===== src/hw/rtl/slot_list_move_to_front_table_assert.svh =====
// assertion macros for the slot list move-to-front table
`ifndef SLOT_LIST_MOVE_TO_FRONT_TABLE_ASSERT_SVH
`define SLOT_LIST_MOVE_TO_FRONT_TABLE_ASSERT_SVH

// antecedent implies consequent in the same cycle
`define SLMTF_ASSERT_NOW(label, clk, rst_n, ante, cons) \
    label: assert property (@(posedge clk) disable iff (!rst_n) (ante) |-> (cons)) \
        else $error("slmtf same-cycle check failed");

// antecedent implies consequent in the next cycle
`define SLMTF_ASSERT_NEXT(label, clk, rst_n, ante, cons) \
    label: assert property (@(posedge clk) disable iff (!rst_n) (ante) |=> (cons)) \
        else $error("slmtf next-cycle check failed");

`endif


===== src/hw/rtl/slmtf_pkg.sv =====
// shared constants and controller/datapath types for the slot list table
`timescale 1ns / 1ps

package slmtf_pkg;

    localparam int MAX_ENTRIES_DEF = 16;

    localparam int ACT_W  = 2;
    localparam int STAT_W = 2;
    localparam int TAG_W  = 32;

    localparam logic [ACT_W-1:0] ACT_ADD    = 2'd0;
    localparam logic [ACT_W-1:0] ACT_REMOVE = 2'd1;
    localparam logic [ACT_W-1:0] ACT_FRONT  = 2'd2;
    localparam logic [ACT_W-1:0] ACT_READ   = 2'd3;

    localparam logic [STAT_W-1:0] ST_OK       = 2'd0;
    localparam logic [STAT_W-1:0] ST_FULL     = 2'd1;
    localparam logic [STAT_W-1:0] ST_NOT_USED = 2'd2;

    typedef struct packed {
        logic init_wr;
        logic accept;
        logic ph0;
        logic ph1;
        logic finish;
    } slmtf_cmd_t;

    typedef struct packed {
        logic init_last;
    } slmtf_stat_t;

endpackage


===== src/hw/rtl/slmtf_ctrl.sv =====
// sequencer for init sweep, beat acceptance and link update phases
`timescale 1ns / 1ps

module slmtf_ctrl
(
    input  logic                  clk,
    input  logic                  rst_n,
    input  logic                  in_valid,
    output logic                  in_stall,
    output logic                  out_valid,
    input  logic                  out_stall,
    input  slmtf_pkg::slmtf_stat_t stat,
    output slmtf_pkg::slmtf_cmd_t  cmd
);

    localparam logic [2:0] S_INIT = 3'd0;
    localparam logic [2:0] S_IDLE = 3'd1;
    localparam logic [2:0] S_PH0  = 3'd2;
    localparam logic [2:0] S_PH1  = 3'd3;
    localparam logic [2:0] S_PH2  = 3'd4;

    logic [2:0] state_reg;
    logic [2:0] state_next;
    logic       out_valid_reg;
    logic       out_valid_next;
    logic       out_free;

    assign out_free = !out_valid_reg || !out_stall;

    always_comb
    begin
        state_next  = state_reg;
        cmd.init_wr = 1'b0;
        cmd.accept  = 1'b0;
        cmd.ph0     = 1'b0;
        cmd.ph1     = 1'b0;
        cmd.finish  = 1'b0;
        unique case (state_reg)
            S_INIT:
            begin
                cmd.init_wr = 1'b1;
                if (stat.init_last)
                begin
                    state_next = S_IDLE;
                end
            end
            S_IDLE:
            begin
                if (in_valid)
                begin
                    cmd.accept = 1'b1;
                    state_next = S_PH0;
                end
            end
            S_PH0:
            begin
                cmd.ph0    = 1'b1;
                state_next = S_PH1;
            end
            S_PH1:
            begin
                cmd.ph1    = 1'b1;
                state_next = S_PH2;
            end
            S_PH2:
            begin
                if (out_free)
                begin
                    cmd.finish = 1'b1;
                    state_next = S_IDLE;
                end
            end
            default:
            begin
                state_next = S_INIT;
            end
        endcase
    end

    assign out_valid_next = cmd.finish || (out_valid_reg && out_stall);

    always_ff @(posedge clk or negedge rst_n)
    begin
        if (!rst_n)
        begin
            state_reg     <= S_INIT;
            out_valid_reg <= 1'b0;
        end
        else
        begin
            state_reg     <= state_next;
            out_valid_reg <= out_valid_next;
        end
    end

    assign in_stall  = (state_reg != S_IDLE);
    assign out_valid = out_valid_reg;

endmodule


===== src/hw/rtl/slmtf_dpath.sv =====
// link memories, list heads, op decode and result register
`timescale 1ns / 1ps

module slmtf_dpath
#(
    parameter int MAX_ENTRIES = slmtf_pkg::MAX_ENTRIES_DEF
)
(
    input  logic                             clk,
    input  logic                             rst_n,
    input  slmtf_pkg::slmtf_cmd_t            cmd,
    output slmtf_pkg::slmtf_stat_t           stat,
    input  logic [slmtf_pkg::ACT_W-1:0]      action,
    input  logic [$clog2(MAX_ENTRIES)-1:0]   slot_index,
    input  logic [slmtf_pkg::TAG_W-1:0]      job_tag,
    output logic [slmtf_pkg::STAT_W-1:0]     status,
    output logic [$clog2(MAX_ENTRIES)-1:0]   slot,
    output logic [slmtf_pkg::TAG_W-1:0]      entry_tag,
    output logic [$clog2(MAX_ENTRIES+1)-1:0] entry_next,
    output logic [$clog2(MAX_ENTRIES+1)-1:0] alive_head,
    output logic                             has_free
);

    localparam int SLOT_W = $clog2(MAX_ENTRIES);
    localparam int LINK_W = $clog2(MAX_ENTRIES + 1);
    localparam logic [LINK_W-1:0] NONE = LINK_W'(MAX_ENTRIES);
    localparam logic [SLOT_W-1:0] LAST = SLOT_W'(MAX_ENTRIES - 1);

    logic [LINK_W-1:0]           next_mem [MAX_ENTRIES];
    logic [LINK_W-1:0]           prev_mem [MAX_ENTRIES];
    logic [slmtf_pkg::TAG_W-1:0] tag_mem  [MAX_ENTRIES];
    logic                        used_mem [MAX_ENTRIES];

    logic [LINK_W-1:0]           fh_reg, fh_next;
    logic [LINK_W-1:0]           uh_reg, uh_next;
    logic [SLOT_W-1:0]           init_cnt_reg;

    logic [slmtf_pkg::ACT_W-1:0] act_reg;
    logic [SLOT_W-1:0]           idx_reg;
    logic [slmtf_pkg::TAG_W-1:0] tag_in_reg;
    logic                        rd_ok_reg;
    logic [LINK_W-1:0]           next_rd_reg;
    logic [LINK_W-1:0]           prev_rd_reg;
    logic [slmtf_pkg::TAG_W-1:0] tag_rd_reg;
    logic                        used_rd_reg;

    logic [SLOT_W-1:0]           rd_addr;
    logic                        rd_ok;

    logic                        is_add, is_remove, is_front, is_read;
    logic                        full, not_used, front_noop, do_wr, read_ok;
    logic [SLOT_W-1:0]           x_slot;
    logic [LINK_W-1:0]           tail_tgt;

    logic                        prev_we, next_we, used_we, tag_we;
    logic [SLOT_W-1:0]           prev_wa, next_wa, used_wa;
    logic [LINK_W-1:0]           prev_wd, next_wd;
    logic                        used_wd;

    logic [slmtf_pkg::STAT_W-1:0] status_next;
    logic [SLOT_W-1:0]            slot_next;

    assign stat.init_last = (init_cnt_reg == LAST);

    // read address: free head on add, addressed slot otherwise
    always_comb
    begin
        if (action == slmtf_pkg::ACT_ADD)
        begin
            rd_addr = fh_reg[SLOT_W-1:0];
            rd_ok   = (fh_reg != NONE);
        end
        else
        begin
            rd_addr = slot_index;
            rd_ok   = (LINK_W'(slot_index) < NONE);
        end
    end

    always_ff @(posedge clk)
    begin
        if (cmd.accept)
        begin
            act_reg    <= action;
            idx_reg    <= slot_index;
            tag_in_reg <= job_tag;
            rd_ok_reg  <= rd_ok;
        end
        if (cmd.accept && rd_ok)
        begin
            next_rd_reg <= next_mem[rd_addr];
            prev_rd_reg <= prev_mem[rd_addr];
            tag_rd_reg  <= tag_mem[rd_addr];
            used_rd_reg <= used_mem[rd_addr];
        end
    end

    assign is_add    = (act_reg == slmtf_pkg::ACT_ADD);
    assign is_remove = (act_reg == slmtf_pkg::ACT_REMOVE);
    assign is_front  = (act_reg == slmtf_pkg::ACT_FRONT);
    assign is_read   = (act_reg == slmtf_pkg::ACT_READ);

    assign full       = is_add && (fh_reg == NONE);
    assign not_used   = !is_add && !(rd_ok_reg && used_rd_reg);
    assign front_noop = is_front && (uh_reg == LINK_W'(idx_reg));
    assign do_wr      = !full && !not_used && !is_read && !front_noop;
    assign read_ok    = is_read && !not_used;

    assign x_slot   = is_add ? fh_reg[SLOT_W-1:0] : idx_reg;
    assign tail_tgt = is_remove ? fh_reg : uh_reg;

    // one write per memory per cycle: init sweep, then three link phases
    always_comb
    begin
        prev_we = 1'b0;
        prev_wa = x_slot;
        prev_wd = NONE;
        next_we = 1'b0;
        next_wa = x_slot;
        next_wd = NONE;
        used_we = 1'b0;
        used_wa = x_slot;
        used_wd = 1'b0;
        tag_we  = 1'b0;
        priority if (cmd.init_wr)
        begin
            prev_we = 1'b1;
            prev_wa = init_cnt_reg;
            prev_wd = (init_cnt_reg == '0) ? NONE
                                           : LINK_W'(init_cnt_reg) - LINK_W'(1);
            next_we = 1'b1;
            next_wa = init_cnt_reg;
            next_wd = LINK_W'(init_cnt_reg) + LINK_W'(1);
            used_we = 1'b1;
            used_wa = init_cnt_reg;
            used_wd = 1'b0;
        end
        else if (cmd.ph0 && do_wr)
        begin
            prev_we = 1'b1;
            prev_wd = NONE;
            next_we = 1'b1;
            next_wd = is_remove ? fh_reg : uh_reg;
            used_we = !is_front;
            used_wd = is_add;
            tag_we  = is_add;
        end
        else if (cmd.ph1 && do_wr)
        begin
            next_we = !is_add && (prev_rd_reg != NONE);
            next_wa = prev_rd_reg[SLOT_W-1:0];
            next_wd = next_rd_reg;
            prev_we = (next_rd_reg != NONE);
            prev_wa = next_rd_reg[SLOT_W-1:0];
            prev_wd = is_add ? NONE : prev_rd_reg;
        end
        else if (cmd.finish && do_wr)
        begin
            prev_we = (tail_tgt != NONE);
            prev_wa = tail_tgt[SLOT_W-1:0];
            prev_wd = LINK_W'(x_slot);
        end
    end

    always_ff @(posedge clk)
    begin
        if (prev_we)
        begin
            prev_mem[prev_wa] <= prev_wd;
        end
        if (next_we)
        begin
            next_mem[next_wa] <= next_wd;
        end
        if (used_we)
        begin
            used_mem[used_wa] <= used_wd;
        end
        if (tag_we)
        begin
            tag_mem[x_slot] <= tag_in_reg;
        end
    end

    always_comb
    begin
        fh_next = fh_reg;
        uh_next = uh_reg;
        if (do_wr)
        begin
            priority if (is_add)
            begin
                fh_next = next_rd_reg;
                uh_next = LINK_W'(x_slot);
            end
            else if (is_remove)
            begin
                fh_next = LINK_W'(x_slot);
                if (prev_rd_reg == NONE)
                begin
                    uh_next = next_rd_reg;
                end
            end
            else
            begin
                uh_next = LINK_W'(x_slot);
            end
        end
    end

    always_ff @(posedge clk or negedge rst_n)
    begin
        if (!rst_n)
        begin
            fh_reg       <= '0;
            uh_reg       <= NONE;
            init_cnt_reg <= '0;
        end
        else
        begin
            if (cmd.finish)
            begin
                fh_reg <= fh_next;
                uh_reg <= uh_next;
            end
            if (cmd.init_wr && !stat.init_last)
            begin
                init_cnt_reg <= init_cnt_reg + SLOT_W'(1);
            end
        end
    end

    always_comb
    begin
        priority if (full)
        begin
            status_next = slmtf_pkg::ST_FULL;
            slot_next   = '0;
        end
        else if (not_used)
        begin
            status_next = slmtf_pkg::ST_NOT_USED;
            slot_next   = idx_reg;
        end
        else
        begin
            status_next = slmtf_pkg::ST_OK;
            slot_next   = x_slot;
        end
    end

    always_ff @(posedge clk)
    begin
        if (cmd.finish)
        begin
            status     <= status_next;
            slot       <= slot_next;
            entry_tag  <= read_ok ? tag_rd_reg : '0;
            entry_next <= read_ok ? next_rd_reg : NONE;
            alive_head <= uh_next;
            has_free   <= (fh_next != NONE);
        end
    end

endmodule


===== src/hw/rtl/slot_list_move_to_front_table.sv =====
// slot list move-to-front table: one op at a time over linked slot memories
// result: registered when PH2 finishes after PH0 and PH1; PH2 waits on out_stall
// the single write port of the prev-link memory takes up to three prev-link
// updates per op; in_stall stays high until the op finishes
// reset: init sweep over all MAX_ENTRIES slots rebuilds the free list, in_stall high
`timescale 1ns / 1ps

`include "slot_list_move_to_front_table_assert.svh"

module slot_list_move_to_front_table
#(
    parameter int MAX_ENTRIES = slmtf_pkg::MAX_ENTRIES_DEF
)
(
    input  logic                             clk,
    input  logic                             rst_n,
    input  logic                             in_valid,
    output logic                             in_stall,
    input  logic [slmtf_pkg::ACT_W-1:0]      action,
    input  logic [$clog2(MAX_ENTRIES)-1:0]   slot_index,
    input  logic [slmtf_pkg::TAG_W-1:0]      job_tag,
    output logic                             out_valid,
    input  logic                             out_stall,
    output logic [slmtf_pkg::STAT_W-1:0]     status,
    output logic [$clog2(MAX_ENTRIES)-1:0]   slot,
    output logic [slmtf_pkg::TAG_W-1:0]      entry_tag,
    output logic [$clog2(MAX_ENTRIES+1)-1:0] entry_next,
    output logic [$clog2(MAX_ENTRIES+1)-1:0] alive_head,
    output logic                             has_free
);

    localparam int LINK_W = $clog2(MAX_ENTRIES + 1);
    localparam logic [LINK_W-1:0] NONE = LINK_W'(MAX_ENTRIES);

    slmtf_pkg::slmtf_cmd_t  cmd;
    slmtf_pkg::slmtf_stat_t stat;

    slmtf_ctrl u_ctrl
    (
        .clk       (clk),
        .rst_n     (rst_n),
        .in_valid  (in_valid),
        .in_stall  (in_stall),
        .out_valid (out_valid),
        .out_stall (out_stall),
        .stat      (stat),
        .cmd       (cmd)
    );

    slmtf_dpath #(
        .MAX_ENTRIES (MAX_ENTRIES)
    ) u_dpath
    (
        .clk        (clk),
        .rst_n      (rst_n),
        .cmd        (cmd),
        .stat       (stat),
        .action     (action),
        .slot_index (slot_index),
        .job_tag    (job_tag),
        .status     (status),
        .slot       (slot),
        .entry_tag  (entry_tag),
        .entry_next (entry_next),
        .alive_head (alive_head),
        .has_free   (has_free)
    );

    `SLMTF_ASSERT_NEXT(a_one_op_in_flight, clk, rst_n, in_valid && !in_stall, in_stall)
    `SLMTF_ASSERT_NEXT(a_finish_shows_result, clk, rst_n, cmd.finish, out_valid)
    `SLMTF_ASSERT_NOW(a_full_means_no_free, clk, rst_n,
        out_valid && (status == slmtf_pkg::ST_FULL), !has_free)
    `SLMTF_ASSERT_NOW(a_walk_needs_head, clk, rst_n,
        out_valid && (entry_next != NONE), alive_head != NONE)

endmodule


===== config.mk =====
export PLATFORM = sky130hd
export DESIGN_NAME = slot_list_move_to_front_table
export DESIGN_NICKNAME = d
export VERILOG_FILES = /design/src/hw/rtl/slmtf_pkg.sv /design/src/hw/rtl/slmtf_ctrl.sv /design/src/hw/rtl/slmtf_dpath.sv /design/src/hw/rtl/slot_list_move_to_front_table.sv
export VERILOG_INCLUDE_DIRS = /design/src /design/src/hw/rtl
export SDC_FILE = /design/constraint.sdc
export NUM_CORES = 1
export LEC_CHECK = 0
export ABC_CLOCK_PERIOD_IN_PS = 6300
export BUFFER_PORTS_ARGS = -buffer_cell sky130_fd_sc_hd__buf_2
export CORE_MARGIN = 3
export CORE_UTILIZATION = 44
export CTS_BUF_LIST = sky130_fd_sc_hd__clkbuf_8
export CTS_CLUSTER_DIAMETER = 30
export DETAILED_ROUTE_END_ITERATION = 10
export GPL_ROUTABILITY_DRIVEN = 0
export GPL_TIMING_DRIVEN = 1
export PLACE_DENSITY_LB_ADDON = 0.12
export SYNTH_ARGS = -nofsm -noshare
export SYNTH_HDL_FRONTEND = slang
export SYNTH_SLANG_ARGS = --single-unit

===== constraint.sdc =====
create_clock -name clk -period 6.3 [get_ports clk]
set_clock_uncertainty 0.1 [all_clocks]
set_input_delay 0.315 -clock clk [delete_from_list [all_inputs] [get_ports clk]]
set_output_delay 0.315 -clock clk [all_outputs]
set_load 0.02 [all_outputs]

==> flow_metrics.py, run 1 <==
metrics = {
    "yosys": {
        "synth_adder_area_share": 0.00115,
        "synth_edf_count": 819,
        "synth_area_um2": 32700,
        "yosysUniqueCellTypes": 64,
        "synth_top_family_by_area": "multiplexers",
        "postSynthAreaPerCell_um2": 19.4,
        "synthFlopType": "edfxtp_1",
        "synth_fp_nets": 1732,
        "ys_warn_count": 0,
        "ys_top_cells_by_area": "edfxtp_1 75%, mux4_2 12%, and2_1 1.5%",
        "ys_seq_area_frac": 0.765,
        "syn-instance-count": 1687,
        "muxShareOfSynthArea": 0.126,
        "synth_top_area_share": 0.752,
        "synth_top_cell_by_area": "edfxtp_1",
        "async_flop_share": 0.0215,
        "synth-seq-cells": 837,
        "synth-xor-area-share": 0.00187,
        "yosys.area_share.simple": 0.0523,
        "synth_compound_area_frac": 0.0405,
    },
    "global_routing": {
        "grt_use_met3": 0.0435,
        "grt_max_degree": 70,
        "antenna_found_initial": 4,
        "grt_pass1_wl_mm": 115,
        "grt_use_met2": 0.310,
        "grt_busiest_layer": "met2",
        "met1_usage": 0.291,
        "grt_usage": 0.202,
        "overflow": 0,
        "grt_pass1_vias": 17819,
    },
    "setup_path": {
        "cp_data_arrival_time_ns": 4.88,
        "crit_path_end_kind": "register",
        "worstPathCellList": "nor2_1, a221oi_4, o22ai_1, a221oi_1, or3b_1, nor4_1",
        "cp_slowest_cell": "edfxtp_1",
        "critPathMaxFanout": 22,
        "r2r_start": "u_dpath.act_reg[0]$_DFFE_PP_",
        "r2r_end": "u_dpath.next_mem[0][2]$_DFFE_PP_",
        "crit_type": "register to register",
        "r2r_cells": 6,
        "worst_path_largest_cell_delay_ns": 0.92,
        "start_kind": "register",
        "cp.required_ns": 6.61,
        "cp.buffers_inverters": 0,
        "r2r_slack_ns": 1.74,
        "crit_family": "simple AND/OR/NAND/NOR gates",
    },
    "route": {
        "dr.pass1.iters": 5,
        "routed_wl_mm": 77.2,
        "route.detailed.drc": 0,
        "wl_per_cell_um": 25.3,
        "drtAntennaViolNets": 0,
        "viasPerCell": 5.62,
        "dr_total_vias": 17153,
        "drtIter0Drc": 1692,
    },
    "timing": {
        "max_slew_margin": 0.161,
        "timing.final.ws_setup_ns": 1.74,
        "setup_viol": 0,
        "fin_setup_tns_ns": 0,
        "slew_viol_final": 0,
        "fmax_mhz": 219,
        "final.min_clock_period_ns": 4.56,
        "rsz0062_at_grt": "no",
        "hold_viol": 0,
        "tightest_slew_ns": 1.26,
        "fin_crit_sh": 0.724,
    },
    "worst_hold_path": {
        "holdCritStartpoint": "job_tag[23]",
        "hold_path_class": "primary input to register",
        "hold_path_depth": 2,
        "hold_end": "u_dpath.tag_in_reg[23]$_DFFE_PP_",
    },
    "clock_network": {
        "cts-resized-gates": 0,
        "cts_htree_levels": 4,
        "numClockSinks": 837,
        "cts_setup_buffers": 0,
        "clk_path_buf_depth": 3,
        "clkTransAtPathRegs_ns": 0.06,
        "root_buffer": "clkbuf_8",
        "cts_made_buffers": 168,
        "clk-insertion-delay-late_ns": 0.80,
        "cts_tree": "built",
    },
    "floorplan": {
        "dieArea_um2": 77700,
        "rows": 99,
        "die_x_um": 279,
        "io_pins": 93,
        "initial_core_util": 0.446,
        "die_h_um": 279,
        "coreArea_um2": 73300,
    },
    "placement": {
        "placed_cell_area_um2": 34600,
        "place_ws_ns": 1.80,
        "io_buffers": 92,
        "hpwlAfterDp_mm": 45.4,
    },
    "finish": {
        "final_nets": 1993,
        "reg_top3": "u_dpath.tag_mem (512), u_dpath.next_mem (80), u_dpath.prev_mem (80)",
        "design_area_um2": 38700,
        "regMostFlops": "u_dpath.tag_mem",
        "drive_above_1_share": 0.291,
        "fin_util": 0.527,
        "largest_register_ffs": 512,
        "syn_to_final_growth_pct": 18.2,
    },
    "pwr": {
        "ir_drop_mv": 0.200,
        "powerDensity_nw_per_um2": 419,
        "p_leak_nw": 12.7,
    },
    "flow_run": {
        "maxCapViolations": 0,
    },
    "run_status": {
        "status": "finished, final reports clean",
    },
}
[final cells by class]
| class | count | area [µm²] |
|---|---|---|
| inverters | 10 | 37.5 |
| well taps | 959 | 1200 |
| clock buffers | 170 | 2340 |
| diodes | 3 | 7.51 |
| fillers | 5899 | 34700 |
| clock inverters | 142 | 1240 |
| repair buffers | 180 | 1340 |
| flip-flops and latches | 837 | 25000 |
| multi-input cells | 751 | 7450 |
[layer usage]
| layer | part of all wire | vias to the layer above |
|---|---|---|
| met5 | 0 | - |
| met1 | 0.44 | 8877 |
| met4 | 0.022 | 0 |
| met2 | 0.47 | 646 |
| li1 | - | 7490 |
| met3 | 0.068 | 140 |
[power breakdown]
group,internal [mW],switching (mW)
clock network,3.29,2.44
registers,7.03,0.453
logic,0.998,1.98
total,11.3,4.87
[worst reg2reg max path: stages (launching register included)]
cell	delay, ns
edfxtp_1	0.92
nor2_1	0.23
a221oi_4	0.48
o22ai_1	0.43
a221oi_1	0.61
or3b_1	0.57
nor4_1	0.85
[metrics by stage]
stage | total power [mW] | cells | hold slack (ns)
2_1_floorplan | 9.33 | 1687 | -0.0806
3_3_place_gp | 10.5 | 2694 | 0.186
3_5_place_dp | 10.6 | 2694 | 0.194
4_1_cts | 16.4 | 3049 | 0.0515
5_1_grt | 16.9 | 3051 | 0.0807
6_report | 16.2 | 3052 | 0.138
[what timing repair did]
item,in CTS,in global routing
hold buffers,43,0
hold endpoints to repair,61,0
setup endpoints to repair,0,0
[kinds of logic after synthesis]
family | count (synthesis)
compound gates | 193
xor+xnor | 7
fa+ha+maj | 3
buf+inv | 99
flops | 837
mux | 196
simple gates | 352
[synthesized netlist by cell type, drive strengths merged, types with 15 or more instances]
cell / n
edfxtp: 819
mux4: 172
nand2: 130
and2: 82
nor2: 66
a211oi: 50
clkbuf: 50
a31oi: 47
buf: 39
o21ai: 36
nor4: 22
mux2i: 20
nor3: 20
dfrtp: 17
a21oi: 15
[placed cells by master, fill, tap and decap left out, drive strengths merged, types with 36 or more instances in the layout]
cell	Yosys	routed
a211oi	50	50
a31oi	47	47
and2	82	82
buf	39	137
clkbuf	50	170
clkinv	1	75
dlygate4sd3	0	43
edfxtp	819	819
inv	9	46
mux4	172	172
nand2	130	130
nor2	66	66
o21ai	36	36
[worst max path at each step]
stage                                       startpoint                                to  slack [ns]  depth (start not counted)
after floorplan           u_dpath.act_reg[0]$_DFFE_PP_   u_dpath.tag_mem[3][0]$_DFFE_PP_        2.13                          7
after global placement    u_dpath.act_reg[0]$_DFFE_PP_  u_dpath.tag_mem[6][11]$_DFFE_PP_        1.90                          9
after detailed placement  u_dpath.act_reg[0]$_DFFE_PP_  u_dpath.tag_mem[6][27]$_DFFE_PP_        1.80                          9
after CTS                 u_dpath.act_reg[0]$_DFFE_PP_  u_dpath.tag_mem[6][25]$_DFFE_PP_        1.72                          9
after global routing      u_dpath.act_reg[0]$_DFFE_PP_  u_dpath.prev_mem[6][2]$_DFFE_PP_        1.38                          6
final                     u_dpath.act_reg[0]$_DFFE_PP_  u_dpath.next_mem[0][2]$_DFFE_PP_        1.74                          6
Power figures use the tool's default switching activity.
==> run 2: changes to the inputs <==
- ABC_AREA: not set -> 1
- ABC_CLOCK_PERIOD_IN_PS: 6300 -> 3900
- clock period: 6.3 -> 3.9 ns (I/O delays scaled with it)
==> run 2 against run 1 <==
The flow now finishes with violations (design-rule violations). Largest cell class unchanged. Highest routed layer unchanged. Critical path depth up 5. Synthesized area up 0.91%. Register-to-register slack worse by 1.2 ns. Synthesized cell count up 46%. Global-route usage up 1.9 points.
==> flow_metrics.py, run 2 <==
metrics = {
    "run_status": {
        "status": "finished, violations left",
        "violations": "design-rule violations",
    },
    "yosys": {
        "synth_top_cell_by_area": "edfxtp_1",
        "synth_adder_area_share": 0.00114,
        "syn-instance-count": 2471,
        "synth-seq-cells": 837,
        "synth.top_cells.by_count": "819 x edfxtp_1, 477 x nor2_1, 380 x o21ai_0, 143 x nand2_1, 135 x o221ai_1",
        "synth-xor-area-share": 0.00106,
        "synth_fp_nets": 2516,
        "synthFlopType": "edfxtp_1",
        "synth_compound_area_frac": 0.121,
        "yosysMostFrequentCell": "edfxtp_1",
        "postSynthAreaPerCell_um2": 13.4,
        "muxShareOfSynthArea": 0,
        "yosysUniqueCellTypes": 42,
        "ys_seq_area_frac": 0.758,
        "synth_top_family_by_area": "compound AO/OA/AOI/OAI gates",
        "ys_warn_count": 0,
        "yosys.area_share.simple": 0.0883,
        "async_flop_share": 0.0215,
        "synth_edf_count": 819,
        "synth_area_um2": 33000,
        "ys_top_cells_by_area": "edfxtp_1 74%, o21ai_0 5.8%, nor2_1 5.4%",
        "synth_top_area_share": 0.745,
    },
    "route": {
        "drtAntennaViolNets": 0,
        "viasPerCell": 5.64,
        "route.detailed.drc": 1,
        "dr.pass1.iters": 10,
        "drtIter0Drc": 2106,
        "routed_wl_mm": 86.7,
        "dr_total_vias": 21518,
        "wl_per_cell_um": 22.7,
    },
    "global_routing": {
        "overflow": 0,
        "grt_pass1_wl_mm": 130,
        "antenna_found_initial": 2,
        "grt_max_degree": 181,
        "grt_pass1_vias": 21362,
        "grt_usage": 0.220,
    },
    "finish": {
        "drive_above_1_share": 0.158,
        "syn_to_final_growth_pct": 18.7,
        "final_nets": 2761,
        "multi_input_area_um2": 7170,
        "seq_area_um2": 25000,
        "fin_util": 0.532,
        "final_common_cell": "edfxtp_1",
        "reg_top3": "u_dpath.tag_mem (512), u_dpath.next_mem (80), u_dpath.prev_mem (80)",
        "regMostFlops": "u_dpath.tag_mem",
        "largest_register_ffs": 512,
        "mostFrequentLayoutCells": "819 x edfxtp_1, 459 x nor2_1, 379 x o21ai_0",
        "design_area_um2": 39200,
        "fillCellCount": 6130,
    },
    "floorplan": {
        "die_x_um": 280,
        "io_pins": 93,
        "dieArea_um2": 78400,
        "initial_core_util": 0.448,
        "coreArea_um2": 73700,
        "rows": 99,
        "die_h_um": 280,
    },
    "timing": {
        "fmax_mhz": 298,
        "hold_viol": 0,
        "timing.final.ws_setup_ns": 0.540,
        "rsz0062_at_grt": "no",
        "setup_viol": 0,
        "tightest_slew_ns": 1.16,
        "slew_viol_final": 0,
        "max_slew_margin": 0.225,
        "fin_hold_ws_ns": 0.0722,
        "final.min_clock_period_ns": 3.36,
        "fin_crit_sh": 0.862,
        "fin_setup_tns_ns": 0,
    },
    "flow_run": {
        "maxCapViolations": 0,
    },
    "pwr": {
        "ir_drop_mv": 0.302,
        "p_leak_nw": 13.4,
        "powerDensity_nw_per_um2": 672,
    },
    "setup_path": {
        "crit_type": "register to register",
        "crit_path_end_kind": "register",
        "cp.required_ns": 4.23,
        "critPathMaxFanout": 11,
        "start_kind": "register",
        "cp_data_arrival_time_ns": 3.69,
    },
    "clock_network": {
        "cts_made_buffers": 167,
        "clk_path_buf_depth": 3,
        "numClockSinks": 837,
        "cts_tree": "built",
        "root_buffer": "clkbuf_8",
        "cts_setup_buffers": 0,
        "clkTransAtPathRegs_ns": 0.05,
        "cts_htree_levels": 4,
        "clk-insertion-delay-late_ns": 0.80,
    },
    "placement": {
        "placed_cell_area_um2": 34900,
        "place_ws_ns": 0.612,
        "hpwlAfterDp_mm": 46.1,
        "io_buffers": 92,
    },
    "worst_hold_path": {
        "hold_path_class": "primary input to register",
    },
}
==> run 2: final timing paths <==
kind	cells past startpoint	startpoint	to	slack [ns]
min	2	job_tag[28]	u_dpath.tag_in_reg[28]$_DFFE_PP_	0.07
max	11	u_dpath.act_reg[1]$_DFFE_PP_	u_dpath.prev_mem[12][2]$_DFFE_PP_	0.54
min reg2reg	2	u_ctrl.out_valid$_DFF_PN0_	u_ctrl.out_valid$_DFF_PN0_	0.43
max reg2reg	11	u_dpath.act_reg[1]$_DFFE_PP_	u_dpath.prev_mem[12][2]$_DFFE_PP_	0.54
max in group asynchronous	4	rst_n	u_ctrl.state_reg[2]$_DFFE_PN0P_	1.88
min in group asynchronous	3	rst_n	u_dpath.uh_reg[4]$_DFFE_PN1N_	0.42
==> run 2: cell families (layout without fill, tap and decap cells) <==
logic type      count (synthesis)  in the layout
compound gates                648            648
xor+xnor                        4              4
fa+ha+maj                       3              3
buf+inv                       255            636
flops                         837            837
other cells                     0              2
simple gates                  724            724
==> run 2: layout make-up <==
class                           instances  area share
Antenna cell                            2    0.000128
Clock buffer                          170      0.0597
Clock inverter                        135      0.0303
Inverter                              104      0.0103
Multi-Input combinational cell       1379       0.183
Sequential cell                       837       0.639
Tap cell                              959      0.0306
Timing Repair Buffer                  227      0.0470
==> run 2: power breakdown <==
group	internal, mW	switching [mW]	leakage, nW
clock	5.35	3.90	1.88
combinational	1.20	3.79	3.86
sequential	11.6	0.473	7.64
==> run 2: timing repair <==
| action | in CTS | in global routing |
|---|---|---|
| hold endpoints to repair | 61 | 0 |
| gates resized for setup | 0 | 0 |
| hold buffers | 77 | 0 |
==> run 2: worst max-delay path, stage by stage, from the launching register on <==
cell and delay [ns]:
edfxtp_1 0.51, nor2_4 0.31, inv_2 0.17, nor2_2 0.26, nor2_8 0.08, nand3_1 0.40
inv_1 0.18, nand2_1 0.09, nand3_1 0.09, a21oi_1 0.22, nand2_1 0.20, nor2_1 0.37
==> run 2: metal layers <==
metal  wire length (µm)  track usage
met2              41000        0.354
met1              38000        0.304
met3               5790       0.0450
met4               1950       0.0697
met5                  0            0
==> run 2: stage by stage <==
step | power, mW | instances
2_1_floorplan | 15.1 | 2471
3_3_place_gp | 17.1 | 3429
3_5_place_dp | 17.2 | 3429
4_1_cts | 26.6 | 3811
5_1_grt | 27.6 | 3813
6_report | 26.4 | 3813
